## src/hdl/afdx_pkg.sv

```systemverilog
`timescale 1ns / 1ps

package afdx_pkg;

  // frame delimiter characters
  localparam logic [7:0] CH_OPEN  = 8'h3C;
  localparam logic [7:0] CH_COLON = 8'h3A;
  localparam logic [7:0] CH_CLOSE = 8'h3E;
  localparam logic [7:0] CH_ZERO  = 8'h30;

  // length bounds
  localparam logic [7:0] LEN_MIN   = 8'd2;
  localparam logic [7:0] LEN_LIMIT = 8'd99;

  localparam logic [6:0] MAX_LEN_RESET = 7'd98;

  // result kinds
  typedef enum logic [1:0] {
    KIND_BODY = 2'd0,
    KIND_GOOD = 2'd1,
    KIND_BAD  = 2'd2
  } kind_t;

  // verdict error codes
  typedef enum logic [1:0] {
    ERR_NONE  = 2'd0,
    ERR_FRAME = 2'd1,
    ERR_CSUM  = 2'd2,
    ERR_LEN   = 2'd3
  } err_t;

  // receiver phases
  typedef enum logic [3:0] {
    PH_HUNT = 4'd0,
    PH_DEST = 4'd1,
    PH_C1   = 4'd2,
    PH_SRC  = 4'd3,
    PH_C2   = 4'd4,
    PH_LEN  = 4'd5,
    PH_C3   = 4'd6,
    PH_BODY = 4'd7,
    PH_C4   = 4'd8,
    PH_CK0  = 4'd9,
    PH_CK1  = 4'd10,
    PH_CK2  = 4'd11,
    PH_END  = 4'd12
  } phase_t;

  // one result item
  typedef struct packed {
    kind_t      kind;
    logic [7:0] body_byte;
    logic [7:0] dest_id;
    logic [7:0] source_id;
    logic [7:0] frame_length;
    err_t       error_code;
  } result_t;

endpackage

```

## src/hdl/ascii_frame_deframer_xor.sv

```systemverilog
`timescale 1ns / 1ps
// a result is registered and appears on out_ the cycle after the byte that causes it is transferred
// one byte per cycle while in_tready is high; the receiver state updates in a single pass per byte
// in_tready drops only while a result is held and out_tready is low
// reset (rst_n low, synchronous): receiver hunts for '<', header and checksum state cleared,
// no result pending, max_length returns to 98

module ascii_frame_deframer_xor (
  input  logic        clk,
  input  logic        rst_n,
  input  logic        cfg_wr_en,
  input  logic [6:0]  cfg_wr_data,   // max_length
  input  logic        in_tvalid,
  output logic        in_tready,
  input  logic [7:0]  in_tdata,      // rx_byte[7:0]
  output logic        out_tvalid,
  input  logic        out_tready,
  output logic [39:0] out_tdata,     // body_byte[7:0], dest_id[15:8], source_id[23:16],
                                     // frame_length[31:24], error_code[33:32], zero[39:34]
  output logic [1:0]  out_tuser      // kind[1:0]
);

  logic [6:0]        max_len_r;
  logic              take;
  logic              res_valid;
  logic              can_load;
  afdx_pkg::result_t res;
  afdx_pkg::result_t out_res;

  // max length register
  always_ff @(posedge clk) begin
    if (!rst_n) begin
      max_len_r <= afdx_pkg::MAX_LEN_RESET;
    end else if (cfg_wr_en) begin
      max_len_r <= cfg_wr_data;
    end
  end

  assign in_tready = can_load;
  assign take      = in_tvalid && can_load;

  afdx_parse u_parse (
    .clk        (clk),
    .rst_n      (rst_n),
    .max_length (max_len_r),
    .byte_take  (take),
    .rx_byte    (in_tdata),
    .res_valid  (res_valid),
    .res        (res)
  );

  afdx_out_reg u_out (
    .clk       (clk),
    .rst_n     (rst_n),
    .load      (take),
    .res_valid (res_valid),
    .res       (res),
    .can_load  (can_load),
    .out_valid (out_tvalid),
    .out_ready (out_tready),
    .out_res   (out_res)
  );

  // pack result onto the stream
  assign out_tdata = {6'd0, out_res.error_code, out_res.frame_length, out_res.source_id,
                      out_res.dest_id, out_res.body_byte};
  assign out_tuser = out_res.kind;

endmodule

```

## src/hdl/afdx_parse.sv

```systemverilog
`timescale 1ns / 1ps

module afdx_parse (
  input  logic               clk,
  input  logic               rst_n,
  input  logic [6:0]         max_length,
  input  logic               byte_take,
  input  logic [7:0]         rx_byte,
  output logic               res_valid,
  output afdx_pkg::result_t  res
);

  afdx_pkg::phase_t phase_r, phase_nxt;
  logic [6:0] pos_r, pos_nxt;
  logic [7:0] dest_r, dest_nxt;
  logic [7:0] src_r, src_nxt;
  logic [7:0] len_r, len_nxt;
  logic [7:0] xor_r, xor_nxt;
  logic       ck_bad_r, ck_bad_nxt;
  logic       xor_special;
  logic [6:0] pos_inc;
  logic       len_bad;

  assign xor_special = (xor_r == afdx_pkg::CH_COLON) || (xor_r == afdx_pkg::CH_CLOSE);
  assign pos_inc     = pos_r + 7'd1;
  assign len_bad     = (rx_byte < afdx_pkg::LEN_MIN) || (rx_byte > {1'b0, max_length})
                       || (rx_byte >= afdx_pkg::LEN_LIMIT);

  // state registers
  always_ff @(posedge clk) begin
    if (!rst_n) begin
      phase_r  <= afdx_pkg::PH_HUNT;
      pos_r    <= '0;
      dest_r   <= '0;
      src_r    <= '0;
      len_r    <= '0;
      xor_r    <= '0;
      ck_bad_r <= 1'b0;
    end else if (byte_take) begin
      phase_r  <= phase_nxt;
      pos_r    <= pos_nxt;
      dest_r   <= dest_nxt;
      src_r    <= src_nxt;
      len_r    <= len_nxt;
      xor_r    <= xor_nxt;
      ck_bad_r <= ck_bad_nxt;
    end
  end

  // per-byte next state and result
  always_comb begin
    phase_nxt  = phase_r;
    pos_nxt    = pos_r;
    dest_nxt   = dest_r;
    src_nxt    = src_r;
    len_nxt    = len_r;
    xor_nxt    = xor_r;
    ck_bad_nxt = ck_bad_r;
    res_valid  = 1'b0;
    res.kind         = afdx_pkg::KIND_BAD;
    res.body_byte    = '0;
    res.dest_id      = dest_r;
    res.source_id    = src_r;
    res.frame_length = len_r;
    res.error_code   = afdx_pkg::ERR_FRAME;
    case (phase_r)
      afdx_pkg::PH_HUNT: begin
        if (rx_byte == afdx_pkg::CH_OPEN) begin
          dest_nxt   = '0;
          src_nxt    = '0;
          len_nxt    = '0;
          xor_nxt    = '0;
          ck_bad_nxt = 1'b0;
          pos_nxt    = '0;
          phase_nxt  = afdx_pkg::PH_DEST;
        end
      end
      afdx_pkg::PH_DEST: begin
        if (rx_byte == 8'd0) begin
          res_valid = 1'b1;
          phase_nxt = afdx_pkg::PH_HUNT;
        end else begin
          dest_nxt  = rx_byte;
          xor_nxt   = xor_r ^ rx_byte;
          phase_nxt = afdx_pkg::PH_C1;
        end
      end
      afdx_pkg::PH_SRC: begin
        if (rx_byte == 8'd0) begin
          res_valid = 1'b1;
          phase_nxt = afdx_pkg::PH_HUNT;
        end else begin
          src_nxt   = rx_byte;
          xor_nxt   = xor_r ^ rx_byte;
          phase_nxt = afdx_pkg::PH_C2;
        end
      end
      afdx_pkg::PH_C1, afdx_pkg::PH_C2, afdx_pkg::PH_C3: begin
        if (rx_byte != afdx_pkg::CH_COLON) begin
          res_valid = 1'b1;
          phase_nxt = afdx_pkg::PH_HUNT;
        end else begin
          xor_nxt = xor_r ^ rx_byte;
          case (phase_r)
            afdx_pkg::PH_C1: phase_nxt = afdx_pkg::PH_SRC;
            afdx_pkg::PH_C2: phase_nxt = afdx_pkg::PH_LEN;
            default:         phase_nxt = afdx_pkg::PH_BODY;
          endcase
        end
      end
      afdx_pkg::PH_LEN: begin
        len_nxt = rx_byte;
        if (len_bad) begin
          res_valid        = 1'b1;
          res.frame_length = rx_byte;
          res.error_code   = afdx_pkg::ERR_LEN;
          phase_nxt        = afdx_pkg::PH_HUNT;
        end else begin
          xor_nxt   = xor_r ^ rx_byte;
          pos_nxt   = '0;
          phase_nxt = afdx_pkg::PH_C3;
        end
      end
      afdx_pkg::PH_BODY: begin
        xor_nxt = xor_r ^ rx_byte;
        pos_nxt = pos_inc;
        if ({1'b0, pos_inc} >= len_r) begin
          phase_nxt = afdx_pkg::PH_C4;
        end
        res_valid        = 1'b1;
        res.kind         = afdx_pkg::KIND_BODY;
        res.body_byte    = rx_byte;
        res.dest_id      = '0;
        res.source_id    = '0;
        res.frame_length = '0;
        res.error_code   = afdx_pkg::ERR_NONE;
      end
      afdx_pkg::PH_C4: begin
        if (rx_byte != afdx_pkg::CH_COLON) begin
          res_valid = 1'b1;
          phase_nxt = afdx_pkg::PH_HUNT;
        end else begin
          phase_nxt = afdx_pkg::PH_CK0;
        end
      end
      afdx_pkg::PH_CK0: begin
        if (rx_byte != (xor_special ? afdx_pkg::CH_ZERO : xor_r)) begin
          ck_bad_nxt = 1'b1;
        end
        phase_nxt = afdx_pkg::PH_CK1;
      end
      afdx_pkg::PH_CK1: begin
        if (rx_byte != afdx_pkg::CH_ZERO) begin
          ck_bad_nxt = 1'b1;
        end
        phase_nxt = afdx_pkg::PH_CK2;
      end
      afdx_pkg::PH_CK2: begin
        if (rx_byte != (xor_special ? xor_r : afdx_pkg::CH_ZERO)) begin
          ck_bad_nxt = 1'b1;
        end
        phase_nxt = afdx_pkg::PH_END;
      end
      afdx_pkg::PH_END: begin
        res_valid = 1'b1;
        phase_nxt = afdx_pkg::PH_HUNT;
        if (rx_byte != afdx_pkg::CH_CLOSE) begin
          res.error_code = afdx_pkg::ERR_FRAME;
        end else if (ck_bad_r) begin
          res.error_code = afdx_pkg::ERR_CSUM;
        end else begin
          res.kind       = afdx_pkg::KIND_GOOD;
          res.error_code = afdx_pkg::ERR_NONE;
        end
      end
      default: begin
        phase_nxt = afdx_pkg::PH_HUNT;
      end
    endcase
  end

endmodule

```

## src/hdl/afdx_out_reg.sv

```systemverilog
`timescale 1ns / 1ps

module afdx_out_reg (
  input  logic               clk,
  input  logic               rst_n,
  input  logic               load,
  input  logic               res_valid,
  input  afdx_pkg::result_t  res,
  output logic               can_load,
  output logic               out_valid,
  input  logic               out_ready,
  output afdx_pkg::result_t  out_res
);

  logic              valid_r;
  afdx_pkg::result_t res_r;

  // slot frees when empty or drained this cycle
  assign can_load  = !valid_r || out_ready;
  assign out_valid = valid_r;
  assign out_res   = res_r;

  // result valid flag
  always_ff @(posedge clk) begin
    if (!rst_n) begin
      valid_r <= 1'b0;
    end else if (load) begin
      valid_r <= res_valid;
    end else if (out_ready) begin
      valid_r <= 1'b0;
    end
  end

  // result payload
  always_ff @(posedge clk) begin
    if (load && res_valid) begin
      res_r <= res;
    end
  end

endmodule
```

## config.mk

```make
export PLATFORM = sky130hd
export DESIGN_NAME = ascii_frame_deframer_xor
export DESIGN_NICKNAME = d
export VERILOG_FILES = /design/src/hdl/afdx_pkg.sv /design/src/hdl/ascii_frame_deframer_xor.sv /design/src/hdl/afdx_parse.sv /design/src/hdl/afdx_out_reg.sv
export SDC_FILE = /design/constraint.sdc
export NUM_CORES = 1
export LEC_CHECK = 0
export BUFFER_PORTS_ARGS = -buffer_cell sky130_fd_sc_hd__buf_2
export CAP_MARGIN = 20
export CORE_MARGIN = 2
export CORE_UTILIZATION = 39
export DETAILED_ROUTE_END_ITERATION = 7
export PLACE_DENSITY = 0.66
export SETUP_SLACK_MARGIN = 0.05
export SYNTH_ARGS = -nofsm -noshare
export SYNTH_HDL_FRONTEND = slang
export SYNTH_SLANG_ARGS = --single-unit
export TNS_END_PERCENT = 1
```

## constraint.sdc

```tcl
create_clock -name clk -period 3 [get_ports clk]
set_clock_uncertainty 0.05 [all_clocks]
set_input_delay 0 -clock clk [delete_from_list [all_inputs] [get_ports clk]]
set_output_delay 0 -clock clk [all_outputs]
set_load 0.03 [all_outputs]
```

* After elaboration in Yosys (flattened, before gate mapping)
Index checks and enable logic that the tools add are counted. W data, S select, Z words.
Operators by class: bitwise logic cells 1, reduce and logical (&&, ||, !) cells 27, add/sub/neg operators 1, muxes and demuxes 42, equal/unequal tests 30, order comparisons 4
Operator list (number):
- $pmux W8 S2 | 4
- $mux W8 | 7
- $pmux W4 S10 | 1
- $pmux W8 S5 | 1
- $eq A8 B6 Y1 const B | 3
- $ne A8 B6 Y1 const B | 3
- $pmux W7 S3 | 1
- $eq A4 B4 Y1 const B | 5
- $eq A4 B3 Y1 const B | 4
- $mux W4 | 4
- $ne A8 B8 Y1 | 2
- $mux W7 | 2
- $reduce_and A4 Y1 | 3
- $reduce_and A6 Y1 | 2
- $mux W10 | 1
- $mux W2 | 5
- $ne A2 B1 Y1 const B | 5
- $ne A2 B2 Y1 const B | 5
- $mux W1 | 9
- $eq A4 B2 Y1 const B | 2
- $ge A7 B8 Y1 | 1
- $ge A8 B7 Y1 const B | 1
- $gt A8 B7 Y1 | 1
- $logic_not A8 Y1 | 1
- 21 further kinds | 32
Word-level totals: logic and storage cells 120, output and inout port bits 44, input port bits 20, register bits after elaboration 88

* Longest topological paths before layout
depth after elaboration 6, depth in mapped cells 11, mapped depth without buffers 11

* Hierarchy
From an unflattened synthesis, not the netlist that was laid out.
Second synthesis, totals: cell total of the unflattened synthesis 518, area total of the unflattened synthesis 4848.4 sq um
Modules (own cells, without submodules):
- afdx_parse | seq. area each 880.8 sq um, area each 3403.3 sq um, cells each 447, times used 1
- afdx_out_reg | seq. area each 1101.1 sq um, area each 1132.3 sq um, cells each 41, times used 1
- ascii_frame_deframer_xor | seq. area each 140.1 sq um, area each 312.8 sq um, cells each 30, times used 1

* Worst setup path before layout
Ideal clock, no wire load.
path type register -> register, from reg max_len_r[6], to reg u_out.res_r, in the netlist u_out.out_res[0] (enable), cell stages (with the launch flop) 9, arrival 2.347 ns, required time 2.553 ns, period minus slack after synthesis 2.794 ns, library setup time 0.397 ns, path buffers 0, path slack 0.206 ns, cell sequence dfxtp_1 -> inv_1 -> ha_1 -> and3_1 -> o2111ai_1 -> a21o_1 -> a21oi_2 -> nand2b_1 -> and3_1
On the way: longest elaborated chain between the ends 6
RTL lines:
- start: declaration | RTL line ascii_frame_deframer_xor.sv:23 | logic [6:0] max_len_r;
- start signal: assignment | RTL line ascii_frame_deframer_xor.sv:33 | max_len_r <= afdx_pkg::MAX_LEN_RESET;
- start signal: assignment | RTL line ascii_frame_deframer_xor.sv:35 | max_len_r <= cfg_wr_data;
- $gt A8 B7 Y1 | RTL line afdx_parse.sv:26 | assign len_bad = (rx_byte < afdx_pkg::LEN_MIN) || (rx_byte > {1'b0, max_length})
- $logic_or A1 B1 Y1 | RTL line afdx_parse.sv:26
- $logic_or A1 B1 Y1 | RTL line afdx_parse.sv:27 | || (rx_byte >= afdx_pkg::LEN_LIMIT);
- $mux W1 | RTL line afdx_parse.sv:113 | if (len_bad) begin
- $pmux W1 S4 | RTL line afdx_parse.sv:66 | case (phase_r)
- $logic_and A1 B1 Y1 | RTL line afdx_out_reg.sv:36 | if (load && res_valid) begin
- end signal: assignment | RTL line afdx_out_reg.sv:37 | res_r <= res;
- end: declaration | RTL line afdx_out_reg.sv:16 | afdx_pkg::result_t res_r;
No other way between the ends. A chain may end at the register's enable or synchronous reset.

* Worst setup path in the final report
from reg u_parse.pos_r[0], to reg u_parse.phase_r[1]
On the way: longest elaborated chain between the ends 4
RTL lines:
- start: declaration | RTL line afdx_parse.sv:14 | logic [6:0] pos_r, pos_nxt;
- start signal: assignment | RTL line afdx_parse.sv:41 | pos_r <= pos_nxt;
- $add A7 B1 Y7 | RTL line afdx_parse.sv:25 | assign pos_inc = pos_r + 7'd1;
- $ge A7 B8 Y1 | RTL line afdx_parse.sv:127 | if ({1'b0, pos_inc} >= len_r) begin
- $ne A2 B1 Y1 (no source line)
- $reduce_and A3 Y1 (no source line)
- end signal: assignment | RTL line afdx_parse.sv:32 | phase_r <= afdx_pkg::PH_HUNT;
- end signal: assignment | RTL line afdx_parse.sv:40 | phase_r <= phase_nxt;
- end: declaration | RTL line afdx_parse.sv:13 | afdx_pkg::phase_t phase_r, phase_nxt;
No other way between the ends.

==> results.txt <==
The area share of the leading cell type in the synthesized netlist came out at 0.235. Dividing the detail-routed via count by the number of cells gives 5.45. The most common cell in the synthesized netlist is sky130_fd_sc_hd__nand2_1. The initial cell density of the core came out at 0.402. The largest total area in the synthesized netlist belongs to sky130_fd_sc_hd__edfxtp_1. The via count of the first global-routing pass came out at 3681. In the synthesized netlist the dominant register cell turns out to be sky130_fd_sc_hd__dfxtp_1.

The count of buffering cells on the critical path with inverters included is 0. The number of optimization iterations in the first detailed-route pass came out at 4. The congestion estimate from routability-driven global placement came to 0.900. The share of final-layout standard cells stronger than drive strength 1 came out at 0.173.

The setup slack on the worst flop-to-flop path came out at 0.47 ns. The clock transition at the register clock pins on the worst setup and hold paths after CTS is approximately 0.07 ns. The tree is rooted in a sky130_fd_sc_hd__clkbuf_16. Synthesis produced a netlist whose cell count is 482. The maximum frequency from static timing analysis came out at 396 MHz. The number of nets at the end of the flow came out at between 500 and 600.

The total global-route track usage is 0.177. The floorplan has 39 rows. STA classifies the critical path endpoint as a flop. The share of synthesized area occupied by flip-flops and latches came out at 0.461. The normalized max-slew margin came out at 0.508.

Ranked by instance count, the synthesized netlist is headed by 53 x sky130_fd_sc_hd__nand2_1, 52 x sky130_fd_sc_hd__dfxtp_1, 36 x sky130_fd_sc_hd__edfxtp_1, 32 x sky130_fd_sc_hd__and2_1, 26 x sky130_fd_sc_hd__nand3_1. The worst path arrival time is 2.71 ns. The residual DRC count is 0. The cell that appears most often on the critical path is sky130_fd_sc_hd__ha_1.

The cell area after technology mapping came out at 0.00461 mm2. The smallest hold slack is 0.0291 ns. The end of the worst register-to-register path is u_parse.phase_r[1]$_SDFFE_PN0P_. Yosys printed 0 warnings.

The number of I/O port buffers came out at 57. The number of pins with negative max-slew slack in the final report is 0. The startpoint identified for the worst register-to-register timing path is u_parse.pos_r[0]$_SDFFE_PN0P_.

The power density of the placed cells is 466 mW/mm2. The die covers 0.0127 mm2. The distinct cell type count after synthesis came out at 64. On the worst path, the slowest cell contributes a delay of 0.39 ns. The routed wirelength normalized by instance count is 15.6 um. After routing, the total negative slack on setup checks comes to 0 ns. The number of enable flip-flop cells after synthesis is 36.

The synthesized area per cell came out at ~9.6 um2. The actual slew at the worst max-slew pin is 0.737 ns. The clock latency on the worst-skew pair is around 0.34 ns. The final hold violation count is 0. In this run the worst setup path terminates at u_parse.phase_r[1]$_SDFFE_PN0P_. In this run the deepest clock path goes through 2 buffers.

In this run the number of H-tree levels came out at 3. The most critical setup path has its startpoint at u_parse.pos_r[0]$_SDFFE_PN0P_. The placeable core region is 0.0115 mm2. For this design, the slowest cell found on the critical path is sky130_fd_sc_hd__dfxtp_1. The number of maximum-capacitance violations came out at 0. The async set-reset flop share out of synthesis is 0.

The worst setup path is of the reg2reg kind. The flow ran to the end, and the final reports show no timing, DRC or antenna violations. The path depth of the worst reg2reg path came out at 10.

The leakage dissipation came out at 2.10 nW. Traced cell by cell, the critical path runs through ha_1 > nand3_1 > nor2_1 > xor2_1 > ha_1 > a21oi_1 > or2_2 > a31oi_2 > o31ai_1 > a32o_1. The routed design could run at a clock period as short as 2.53 ns. The number of nets still failing antenna checks after routing came out at 0. Setup violations remaining at the end of the flow were counted as 0. The number of antenna violations at the first check in global routing was 0.

The HPWL after detailed placement is 7.33 mm. The routed layout has 3765 vias. The depth of the critical timing path with buffers and inverters included is 10. The total setup buffers inserted after CTS is 0. The remaining global-route overflow came out at 0. By area the synthesized netlist is led by sky130_fd_sc_hd__edfxtp_1 23%, sky130_fd_sc_hd__dfxtp_1 23%, sky130_fd_sc_hd__and2_1 4.3%, sky130_fd_sc_hd__nand2_1 4.3%, sky130_fd_sc_hd__ha_1 4.1%.

The number of sinks handled by clock tree synthesis is 88. Setup repair after global routing left no endpoint under its margin. The pin count of the biggest net entering global routing is 71. The total wire length is 10.8 mm.

The number of buffers created by CTS is 9. The kind of path behind the tightest hold check is in2reg. The die is ~110 um wide. The first-pass GRT wire length came out at 17.9 mm.

The kind of start point of the critical path is a flop. Dividing the final minimum period by the clock period gives 0.843. The vertical die dimension is 113 um. Grouping stages by cell kind, the critical path spends the most delay in compound AO/OA/AOI/OAI gates. Compared with the post-synthesis result, the final layout area differs by 18.6%. TritonCTS built the clock tree. The number of antenna repair diodes is 0. During I/O placement, the number of pins put on the boundary was 64. The worst supply voltage drop on vdd came out at 0.000345 V. The post-cts repair resize count came out at 0. The violation count after the first detailed-routing iteration is 282. Data on the critical path is required at its endpoint by 3.18 ns.

The number of buffers inserted for hold repair after clock tree synthesis came out at 13. Along the worst path, the maximum fanout reaches 5. The number of register bits inferred by synthesis is 88.
==> how the worst min path moves through the flow <==
| stage | from | endpoint | slack, ns | depth (start not counted) |
|---|---|---|---|---|
| 5_1_grt | in_tdata[6] | u_parse.src_r[6]$_SDFFE_PN0P_ | 0.04 | 3 |
| 6_report | in_tdata[0] | u_parse.src_r[0]$_SDFFE_PN0P_ | 0.03 | 3 |
| 2_1_floorplan | cfg_wr_data[6] | max_len_r[6]$_SDFFE_PN1P_ | 0.08 | 2 |
| 3_3_place_gp | cfg_wr_data[6] | max_len_r[6]$_SDFFE_PN1P_ | 0.17 | 3 |
| 3_5_place_dp | cfg_wr_data[6] | max_len_r[6]$_SDFFE_PN1P_ | 0.17 | 3 |
| 4_1_cts | in_tdata[7] | u_parse.src_r[7]$_SDFFE_PN0P_ | 0.01 | 3 |
==> worst min-delay path, delay by kind of cell <==
family	cells	cell delay [ns]
buffers and inverters	1	0.20
AOI/OAI and AO/OA	1	0.06
and+or+nand+nor	1	0.11
==> flip-flops by register name (all words and copies together) (netlist names) <==
signal,count
u_out.out_res,36
u_parse.dest_r,8
u_parse.len_r,8
u_parse.src_r,8
u_parse.xor_r,8
max_len_r,7
u_parse.pos_r,7
u_parse.phase_r,4
u_out.out_valid,1
u_parse.ck_bad_r,1
==> per-layer routing <==
layer,part of all wire,global-route usage,up-vias
li1,-,-,1853
met2,0.47,0.295,115
met5,0,0,-
met4,0.034,0.0927,0
met3,0.061,0.0340,26
met1,0.44,0.216,1771
==> layout by cell type (no fill, tap or decap), types with 4 or more instances in the layout <==
cell,n
sky130_fd_sc_hd__inv_1,21
sky130_fd_sc_hd__buf_2,57
sky130_fd_sc_hd__xor2_1,7
sky130_fd_sc_hd__nand3_1,26
sky130_fd_sc_hd__mux2i_1,11
sky130_fd_sc_hd__a21boi_1,9
sky130_fd_sc_hd__o21a_1,7
sky130_fd_sc_hd__xnor2_1,4
sky130_fd_sc_hd__clkbuf_16,9
sky130_fd_sc_hd__dfxtp_1,52
sky130_fd_sc_hd__nor2b_1,23
sky130_fd_sc_hd__and3_1,6
sky130_fd_sc_hd__o21ai_1,5
sky130_fd_sc_hd__and2_1,32
sky130_fd_sc_hd__o21ai_0,12
sky130_fd_sc_hd__buf_4,5
sky130_fd_sc_hd__edfxtp_1,36
sky130_fd_sc_hd__o211ai_1,4
sky130_fd_sc_hd__conb_1,6
sky130_fd_sc_hd__o22ai_1,11
sky130_fd_sc_hd__nand2_1,53
sky130_fd_sc_hd__dlygate4sd3_1,13
sky130_fd_sc_hd__nand3b_1,6
sky130_fd_sc_hd__a22o_1,9
sky130_fd_sc_hd__a21oi_1,7
sky130_fd_sc_hd__a21o_1,7
sky130_fd_sc_hd__nor2_1,19
sky130_fd_sc_hd__ha_1,15
sky130_fd_sc_hd__a22oi_1,11
==> layout make-up <==
| cell class | count | area, um2 |
|---|---|---|
| Clock buffer | 9 | 225 |
| Clock inverter | 7 | 83.8 |
| Fill cell | 1034 | 6000 |
| Inverter | 21 | 78.8 |
| Multi-Input combinational cell | 346 | 2270 |
| Sequential cell | 88 | 2120 |
| Tap cell | 143 | 179 |
| Timing Repair Buffer | 77 | 500 |
==> where the power goes <==
part / internal [mW] / total [mW] / switching [mW]
clock network: 0.653 / 1.13 / 0.482
logic: 0.0624 / 0.164 / 0.102
registers: 1.24 / 1.24 / 0.00286
==> per-stage QoR <==
| step | cells | util | worst slack (ns) | instance area, um2 | power, mW |
|---|---|---|---|---|---|
| 6_report | 691 | 0.476 | 0.472 | 5460 | 2.54 |
| 5_1_grt | 691 | 0.476 | 0.255 | 5460 | 2.63 |
| 4_1_cts | 690 | 0.474 | 0.471 | 5440 | 2.56 |
| 3_5_place_dp | 661 | 0.436 | 0.492 | 5000 | 1.41 |
| 3_3_place_gp | 661 | 0.436 | 0.542 | 5000 | 1.41 |
| 2_1_floorplan | 487 | - | 0.206 | 4620 | 1.38 |
==> cells by family (layout without fill, tap and decap cells) <==
logic type                 count (synthesis)  in the layout  share of synthesized area
muxes                                     12             12                     0.0264
and+or+nand+nor                          192            192                      0.225
other                                      1              6                   0.000814
adders and majority gates                 15             15                     0.0407
buffers and inverters                     53            114                     0.0497
DFF                                       88             88                      0.461
AOI/OAI and AO/OA                        110            110                      0.176
xor gates and xnor gates                  11             11                     0.0209
(Power assumes the default switching activity.)
